`src/rcfd_pkg.sv`:
```
// Shared types and constants for the RC channel frame decoder.
// Used by every module under src but rcfd_frame_ram; depends on nothing.
`timescale 1ns / 1ps
`default_nettype none

package rcfd_pkg;

  localparam int FRAME_BYTES   = 32;
  localparam int CHANNEL_COUNT = 14;

  localparam logic [7:0]  HDR_FIRST  = 8'h20;
  localparam logic [7:0]  HDR_SECOND = 8'h40;
  localparam logic [15:0] SUM_BASE   = 16'hFFFF;

  localparam int WORDS_IN_FRAME = (FRAME_BYTES - 4) / 2;
  localparam int EMIT_COUNT =
    (CHANNEL_COUNT < WORDS_IN_FRAME) ? CHANNEL_COUNT : WORDS_IN_FRAME;

  // byte position within a frame, and the word address of the frame store
  localparam int POS_W       = $clog2(FRAME_BYTES);
  localparam int WORD_DEPTH  = (FRAME_BYTES + 1) / 2;
  localparam int WADDR_W     = POS_W - 1;

  // channel index counter
  localparam int CH_W = (EMIT_COUNT > 1) ? $clog2(EMIT_COUNT) : 1;

  // bytes that carry channel words
  localparam int CH_FIRST_BYTE = 2;
  localparam int CH_LAST_BYTE  = 2 * EMIT_COUNT + 1;

  typedef struct packed {
    logic go;        // good frame completed this cycle
    logic failsafe;  // all channel words zero or all 0xFFFF
  } frame_evt_t;

  typedef enum logic [1:0] {
    E_IDLE,
    E_READ,
    E_SHOW
  } emit_state_t;

endpackage

`default_nettype wire

```
`src/rcfd_frame_ram.sv`:
```
// Simple dual-port frame store: one write port, one registered read port.
// Generic; depends on nothing.
`timescale 1ns / 1ps
`default_nettype none

module rcfd_frame_ram #(
  parameter int DEPTH = 16,
  parameter int WIDTH = 16,
  parameter int AW    = 4
) (
  input  wire logic             clk,
  input  wire logic             wr_en,
  input  wire logic [AW-1:0]    wr_addr,
  input  wire logic [WIDTH-1:0] wr_data,
  input  wire logic             rd_en,
  input  wire logic [AW-1:0]    rd_addr,
  output logic      [WIDTH-1:0] rd_data
);

  logic [WIDTH-1:0] mem [DEPTH];

  always_ff @(posedge clk) begin
    if (wr_en) begin
      mem[wr_addr] <= wr_data;
    end
  end

  always_ff @(posedge clk) begin
    if (rd_en) begin
      rd_data <= mem[rd_addr];
    end
  end

endmodule

`default_nettype wire

```
`src/rcfd_collect.sv`:
```
// Byte collector: header hunt, frame position, running sum, failsafe flags,
// word writes into the frame store and the checksum test. Uses rcfd_pkg.
`timescale 1ns / 1ps
`default_nettype none

module rcfd_collect (
  input  wire logic                            clk,
  input  wire logic                            rst_n,
  input  wire logic                            in_valid,
  output logic                                 in_ready,
  input  wire logic [7:0]                      in_rx_byte,
  input  wire logic                            idle,
  output logic                                 wr_en,
  output logic      [rcfd_pkg::WADDR_W-1:0]    wr_addr,
  output logic      [15:0]                     wr_data,
  output rcfd_pkg::frame_evt_t                 evt
);

  logic [rcfd_pkg::POS_W-1:0] pos_r, pos_nxt;
  logic [15:0]                sum_r, sum_nxt;
  logic [7:0]                 lo_r, lo_nxt;
  logic                       zero_r, zero_nxt;
  logic                       ff_r, ff_nxt;
  logic                       take;
  logic [15:0]                expect_sum;

  assign in_ready   = idle;
  assign take       = in_valid & idle;
  assign expect_sum = rcfd_pkg::SUM_BASE - sum_r;

  assign wr_addr = pos_r[rcfd_pkg::POS_W-1:1];
  assign wr_data = {in_rx_byte, lo_r};

  always_comb begin
    pos_nxt      = pos_r;
    sum_nxt      = sum_r;
    lo_nxt       = lo_r;
    zero_nxt     = zero_r;
    ff_nxt       = ff_r;
    wr_en        = 1'b0;
    evt.go       = 1'b0;
    evt.failsafe = zero_r | ff_r;
    if (take) begin
      lo_nxt = in_rx_byte;
      if (pos_r == '0) begin
        // hunt for the first header byte, drop anything else
        if (in_rx_byte == rcfd_pkg::HDR_FIRST) begin
          pos_nxt  = rcfd_pkg::POS_W'(1);
          sum_nxt  = {8'h00, in_rx_byte};
          zero_nxt = 1'b1;
          ff_nxt   = 1'b1;
        end
      end else if (pos_r == rcfd_pkg::POS_W'(1) && in_rx_byte != rcfd_pkg::HDR_SECOND) begin
        pos_nxt = '0;
        sum_nxt = '0;
      end else begin
        if (pos_r < rcfd_pkg::POS_W'(rcfd_pkg::FRAME_BYTES - 2)) begin
          sum_nxt = sum_r + {8'h00, in_rx_byte};
        end
        // odd position completes a word
        wr_en = pos_r[0];
        if (pos_r >= rcfd_pkg::POS_W'(rcfd_pkg::CH_FIRST_BYTE) &&
            pos_r <= rcfd_pkg::POS_W'(rcfd_pkg::CH_LAST_BYTE)) begin
          zero_nxt = zero_r & (in_rx_byte == 8'h00);
          ff_nxt   = ff_r & (in_rx_byte == 8'hFF);
        end
        if (pos_r == rcfd_pkg::POS_W'(rcfd_pkg::FRAME_BYTES - 1)) begin
          pos_nxt = '0;
          sum_nxt = '0;
          evt.go  = (expect_sum == {in_rx_byte, lo_r});
        end else begin
          pos_nxt = pos_r + 1'b1;
        end
      end
    end
  end

  always_ff @(posedge clk) begin
    if (!rst_n) begin
      pos_r <= '0;
      sum_r <= '0;
    end else begin
      pos_r <= pos_nxt;
      sum_r <= sum_nxt;
    end
  end

  always_ff @(posedge clk) begin
    lo_r   <= lo_nxt;
    zero_r <= zero_nxt;
    ff_r   <= ff_nxt;
  end

`ifndef ASSERT_OFF
  a_pos_range: assert property (@(posedge clk) disable iff (!rst_n)
    pos_r <= rcfd_pkg::POS_W'(rcfd_pkg::FRAME_BYTES - 1))
    else $error("frame position out of range");

  a_go_restart: assert property (@(posedge clk) disable iff (!rst_n)
    evt.go |=> pos_r == '0 && sum_r == '0)
    else $error("frame end did not restart the hunt");

  a_no_write_hunt: assert property (@(posedge clk) disable iff (!rst_n)
    wr_en |-> take && pos_r != '0)
    else $error("store written outside a frame");
`endif

endmodule

`default_nettype wire

```
`src/rcfd_emit.sv`:
```
// Result sequencer: reads channel words from the frame store after a good
// frame and presents one result per channel. Uses rcfd_pkg.
`timescale 1ns / 1ps
`default_nettype none

module rcfd_emit (
  input  wire logic                         clk,
  input  wire logic                         rst_n,
  input  wire rcfd_pkg::frame_evt_t         evt,
  output logic                              idle,
  output logic                              rd_en,
  output logic      [rcfd_pkg::WADDR_W-1:0] rd_addr,
  input  wire logic [15:0]                  rd_data,
  output logic                              out_valid,
  input  wire logic                         out_ready,
  output logic      [3:0]                   out_channel_number,
  output logic      [15:0]                  out_channel_value,
  output logic                              out_failsafe,
  output logic                              out_last
);

  rcfd_pkg::emit_state_t state_r, state_nxt;

  logic [rcfd_pkg::CH_W-1:0]   rd_k_r;
  logic [rcfd_pkg::CH_W-1:0]   out_num_r;
  logic                        fs_r;
  logic                        is_last;
  logic [rcfd_pkg::CH_W+3:0]   num_ext;

  assign is_last = (out_num_r == rcfd_pkg::CH_W'(rcfd_pkg::EMIT_COUNT - 1));
  assign num_ext = {4'b0000, out_num_r};

  // channel k sits in word k+1, after the header word
  assign rd_addr = rcfd_pkg::WADDR_W'(rd_k_r) + 1'b1;

  always_comb begin
    state_nxt = state_r;
    unique case (state_r)
      rcfd_pkg::E_IDLE: begin
        if (evt.go) begin
          state_nxt = rcfd_pkg::E_READ;
        end
      end
      rcfd_pkg::E_READ: begin
        state_nxt = rcfd_pkg::E_SHOW;
      end
      rcfd_pkg::E_SHOW: begin
        if (out_ready && is_last) begin
          state_nxt = rcfd_pkg::E_IDLE;
        end
      end
      default: begin
        state_nxt = rcfd_pkg::E_IDLE;
      end
    endcase
  end

  always_comb begin
    idle      = 1'b0;
    rd_en     = 1'b0;
    out_valid = 1'b0;
    unique case (state_r)
      rcfd_pkg::E_IDLE: begin
        idle = 1'b1;
      end
      rcfd_pkg::E_READ: begin
        rd_en = 1'b1;
      end
      rcfd_pkg::E_SHOW: begin
        out_valid = 1'b1;
        // fetch the next word as the current result leaves
        rd_en     = out_ready & ~is_last;
      end
      default: begin
        idle = 1'b0;
      end
    endcase
  end

  always_ff @(posedge clk) begin
    if (!rst_n) begin
      state_r <= rcfd_pkg::E_IDLE;
    end else begin
      state_r <= state_nxt;
    end
  end

  always_ff @(posedge clk) begin
    if (idle && evt.go) begin
      rd_k_r <= '0;
      fs_r   <= evt.failsafe;
    end else if (rd_en) begin
      rd_k_r    <= rd_k_r + 1'b1;
      out_num_r <= rd_k_r;
    end
  end

  assign out_channel_number = num_ext[3:0];
  assign out_channel_value  = rd_data;
  assign out_failsafe       = fs_r;
  assign out_last           = is_last;

`ifndef ASSERT_OFF
  a_go_when_idle: assert property (@(posedge clk) disable iff (!rst_n)
    evt.go |-> state_r == rcfd_pkg::E_IDLE)
    else $error("frame completed while results still pending");

  a_num_range: assert property (@(posedge clk) disable iff (!rst_n)
    state_r == rcfd_pkg::E_SHOW |->
      out_num_r <= rcfd_pkg::CH_W'(rcfd_pkg::EMIT_COUNT - 1))
    else $error("channel index past the last channel");

  a_advance: assert property (@(posedge clk) disable iff (!rst_n)
    out_valid && out_ready && !out_last |=>
      state_r == rcfd_pkg::E_SHOW &&
      out_num_r == rcfd_pkg::CH_W'($past(out_num_r) + 1'b1))
    else $error("channel sequence skipped or stalled");

  a_finish: assert property (@(posedge clk) disable iff (!rst_n)
    out_valid && out_ready && out_last |=> state_r == rcfd_pkg::E_IDLE)
    else $error("sequencer did not return to idle after last channel");
`endif

endmodule

`default_nettype wire

```
`src/rc_channel_frame_decoder_core.sv`:
```
// Top level of the RC channel frame decoder: byte collector, frame store
// and result sequencer. Uses rcfd_pkg, rcfd_collect, rcfd_frame_ram, rcfd_emit.
//
//   channel   ports                                     dir   carries
//   input     in_valid/in_ready, in_rx_byte            in    one serial byte
//   result    out_valid/out_ready, out_channel_number,  out   one channel word
//             out_channel_value, out_failsafe, out_last
//
// Collecting: one byte per cycle while the sequencer is idle; each odd byte writes a
// 16-bit word to the store. After a good frame the input is held off while the
// sequencer reads the store: first the read of channel 0, then one result per cycle
// while out_ready is high, until the last channel is taken and it returns to idle.
// A stalled result holds its word in the store's read register.
// Reset (rst_n low, synchronous) clears position, sum and sequencer; the frame
// store is not cleared and needs no clearing pass.
`timescale 1ns / 1ps
`default_nettype none

module rc_channel_frame_decoder_core (
  input  wire logic        clk,
  input  wire logic        rst_n,
  input  wire logic        in_valid,
  output logic             in_ready,
  input  wire logic [7:0]  in_rx_byte,
  output logic             out_valid,
  input  wire logic        out_ready,
  output logic      [3:0]  out_channel_number,
  output logic      [15:0] out_channel_value,
  output logic             out_failsafe,
  output logic             out_last
);

  rcfd_pkg::frame_evt_t           evt;
  logic                           idle;
  logic                           wr_en;
  logic [rcfd_pkg::WADDR_W-1:0]   wr_addr;
  logic [15:0]                    wr_data;
  logic                           rd_en;
  logic [rcfd_pkg::WADDR_W-1:0]   rd_addr;
  logic [15:0]                    rd_data;

  rcfd_collect u_collect (
    .clk        (clk),
    .rst_n      (rst_n),
    .in_valid   (in_valid),
    .in_ready   (in_ready),
    .in_rx_byte (in_rx_byte),
    .idle       (idle),
    .wr_en      (wr_en),
    .wr_addr    (wr_addr),
    .wr_data    (wr_data),
    .evt        (evt)
  );

  rcfd_frame_ram #(
    .DEPTH (rcfd_pkg::WORD_DEPTH),
    .WIDTH (16),
    .AW    (rcfd_pkg::WADDR_W)
  ) u_ram (
    .clk     (clk),
    .wr_en   (wr_en),
    .wr_addr (wr_addr),
    .wr_data (wr_data),
    .rd_en   (rd_en),
    .rd_addr (rd_addr),
    .rd_data (rd_data)
  );

  rcfd_emit u_emit (
    .clk                (clk),
    .rst_n              (rst_n),
    .evt                (evt),
    .idle               (idle),
    .rd_en              (rd_en),
    .rd_addr            (rd_addr),
    .rd_data            (rd_data),
    .out_valid          (out_valid),
    .out_ready          (out_ready),
    .out_channel_number (out_channel_number),
    .out_channel_value  (out_channel_value),
    .out_failsafe       (out_failsafe),
    .out_last           (out_last)
  );

endmodule

`default_nettype wire

```
`config.mk`:
```
export PLATFORM = sky130hd
export DESIGN_NAME = rc_channel_frame_decoder_core
export DESIGN_NICKNAME = d
export VERILOG_FILES = /design/src/rcfd_pkg.sv /design/src/rcfd_frame_ram.sv /design/src/rcfd_collect.sv /design/src/rcfd_emit.sv /design/src/rc_channel_frame_decoder_core.sv
export SDC_FILE = /design/constraint.sdc
export NUM_CORES = 1
export LEC_CHECK = 0
export BUFFER_PORTS_ARGS = -buffer_cell sky130_fd_sc_hd__buf_2
export CORE_MARGIN = 2
export CORE_UTILIZATION = 55
export DETAILED_ROUTE_END_ITERATION = 12
export PLACE_DENSITY = 0.81
export SETUP_SLACK_MARGIN = 0.02
export SLEW_MARGIN = 20
export SYNTH_ARGS = -nofsm -noshare
export SYNTH_HDL_FRONTEND = slang
export SYNTH_SLANG_ARGS = --single-unit
```
`constraint.sdc`:
```
create_clock -name clk -period 3.65 [get_ports clk]
set_input_delay 0.1825 -clock clk [delete_from_list [all_inputs] [get_ports clk]]
set_output_delay 0.1825 -clock clk [all_outputs]
set_load 0.01 [all_outputs]
```
==> run_results.csv <==
group,metric,value,unit
timing,fin_worst_skew,0.0164,ns
timing,fin_ws,0.636,ns
timing,whs,0.0409,ns
synth,synth_xor_area_share,1.64,%
synth,synth_compound_area_share,3.54,%
timing,rsz0062_at_grt,"no",
worst_setup_path,cp_max_fo,16,
worst_setup_path,crit_top_cell,"buf_4",
finish,final_common_cell,"edfxtp_1",
global_routing,grt_start_max_net_pins,66,
clock_tree,clk_latency,0.57,ns
min_path,worstHoldPathType,"input port to register",
timing,setup_viol_count_final,0,
timing,fin_crit,3.01,ns
timing,setup_tns,0,ns
route,wl,28400,um
finish,nNetsFinal,779,
synth,ys_ff_latch,314,
clock_tree,path_clk_slew,0.06,ns
finish,stdcell_count,1087,
finish,area_growth,14.0,%
placed_design,gp_congestion,0.952,
clock_tree,htree_levels,1,
timing,worstMarginPinSlew,0.891,ns
worst_setup_path,end_kind,"register",
synth,netlist.area_leader.share,67.2,%
finish,final_cell_mix,"edfxtp_1, mux4_2, buf_2",
clock_tree,cts_buffer_depth,3,
synth,synth_cells,681,
timing,finalCritPeriodShare,82.6,%
clock_tree,cts_made_buffers,31,
worst_setup_path,path_class,"register to register",
floorplanning,die_h,157,um
synth,ys_warn_count,0,
synth,synth_top_cell_by_area,"edfxtp_1",
floorplanning,dieWidth,157,um
synth,netlist_area,12800,um^2
synth,yosys.area_share.simple,5.89,%
run,cap_viol_max_count,0,
route,drtAntennaViolNets,0,
worst_setup_path,start_kind,"register",
floorplanning,fp.coreArea,22800,um^2
route,wl_per_cell,26.2,um
worst_setup_path,critPathArrivalTime,3.24,ns
global_routing,grt_pass1_vias,7219,
floorplanning,die_area,24500,um^2
placed_design,dp.cells,1027,
timing,slew_headroom,40.6,%
finish,drive_above_1_share,28.9,%
synth,synth-edff-count,287,
floorplanning,ios,36,
worst_setup_path,crit_path_top_delay_cell,"dfxtp_1",
synth,synth_adder_area_share,1.82,%
floorplanning,rows,55,
worst_setup_path,required,3.88,ns
route,drt-initial-drc-count,698,
pwr,peakVddDrop,0.288,mV
global_routing,antenna_found_initial,1,
synth,seq_area_frac_synth,71.4,%
synth,synth_top_family_by_area,"multiplexers",
route,drt_first_pass_iters,5,
synth,syn_avg_cell_area,18.8,um^2
timing,fmax,332,MHz
worst_setup_path,cp.buffers_inverters,3,
pwr,p_leak,4.70,nW
floorplanning,initial_core_util,56.3,%
placed_design,place_hpwl,16800,um
global_routing,grt_pass1_wl,43100,um
clock_tree,cts_tree,"yes",
run_status,status,"completed",
finish,fin_area,14600,um^2
timing,hold_violations,0,
synth,muxShareOfSynthArea,14.2,%
route,vias,6946,
pwr,power_density,501,nW/um^2
clock_tree,cts-root-buf,"clkbuf_16",
placed_design,dp_slack,0.704,ns
timing,drv_slew,0,
placed_design,place_area,13500,um^2
synth,synth_ff_type,"edfxtp_1",
placed_design,place.port_buffers,35,
worst_setup_path,path_delay_family,"simple AND/OR/NAND/NOR gates",
global_routing,gr-usage-all-layers,24.1,%
route,via_per_inst,6.39,
synth,synth_fp_nets,711,
worst_setup_path,max_stage_delay,0.65,ns
global_routing,grt_remaining_overflow,0,
clock_tree,cts.sinks,314,
synth,synthArstFlopShare,0,%
synth,synthDistinctLibCells,62,
route,drc_errors,0,
clock_tree,cts_resized,0,
worst_setup_path,worstPathCellList,"inv_1, ha_1, or4b_2, a41oi_1, buf_4, nor3_1, nand3b_1, nor3_2, buf_4",
synth,synthTopCellsByArea,"edfxtp_1, mux4_2, dfxtp_1, ha_1, xnor2_1",
finish,diodes,0,
==> power by group <==
part	internal [mW]	leakage (nW)	switching (mW)
registers	3.92	2.82	0.0256
logic	0.0268	1.36	0.0699
clock network	1.92	0.519	1.37
==> sequential cells by signal (all words and copies together), names as in the netlist <==
name / cells
u_emit.out_channel_number: 4
u_ram.rd_data: 16
u_collect.pos_r: 5
u_collect.ff_r: 1
u_emit.out_failsafe: 1
u_collect.sum_r: 16
u_collect.zero_r: 1
u_emit.rd_k_r: 4
u_ram.mem: 256
u_collect.lo_r: 8
u_emit.state_r: 2
==> layer usage <==
layer / track usage [%] / share of wire [%] / up-vias
met1: 31.8 / 38 / 3575
met2: 39.4 / 49 / 353
met5: 0 / 0.025 / -
met4: 11.2 / 5.0 / 2
li1: - / - / 2930
met3: 4.57 / 7.5 / 86
==> cells by family (layout without fill, tap and decap cells) <==
kind of cell             Yosys count  in the layout
buffers and inverters             43            136
AO/OA/AOI/OAI                     71             71
XOR/XNOR                          24             24
flip-flops                       314            314
AND/OR/NAND/NOR                  129            129
adder cells (fa/ha/maj)           18             18
multiplexers                      82             82
==> synth_stat cells, types with 6 or more instances <==
cell type,instances
o31ai_1,6
edfxtp_1,287
nand3b_1,7
ha_1,17
clkbuf_1,15
nor4_1,9
inv_1,14
xnor2_1,17
dfxtp_1,27
nor4b_1,6
xor2_1,7
a21oi_1,23
mux4_2,80
nand3_1,11
buf_2,8
nor2_1,26
nand2_1,23
o21ai_0,15
nor3_1,10
==> area by class of cell <==
class / instances / area [um^2]
clock inverter: 27 / 287
multi-input combinational: 324 / 3530
fill: 1470 / 8170
tap: 313 / 392
inverter: 14 / 52.6
clock buffer: 31 / 776
timing repair buffer: 64 / 410
sequential: 314 / 9160
==> final timing paths <==
| kind | start | to | slack, ns | depth (start not counted) |
|---|---|---|---|---|
| max | u_collect.pos_r[1] | u_ram.mem[2][15] | 0.64 | 9 |
| min reg2reg | u_collect.sum_r[15] | u_collect.sum_r[15] | 0.50 | 2 |
| max reg2reg | u_collect.pos_r[1] | u_ram.mem[2][15] | 0.64 | 9 |
| min | in_rx_byte[0] | u_collect.lo_r[0] | 0.04 | 1 |
==> per-stage QoR <==
step	utilization (%)	power (mW)
2_1_floorplan	-	4.05
3_3_place_gp	59.4	4.11
3_5_place_dp	59.4	4.12
4_1_cts	64.1	7.37
5_1_grt	64.1	7.51
6_report	64.1	7.32
==> what timing repair did <==
item / 4_1_cts / 5_1_grt
hold endpoints to repair: 9 / 0
buffers inserted: 0 / 0
hold buffers: 2 / 0
Power figures use the tool's default switching activity.
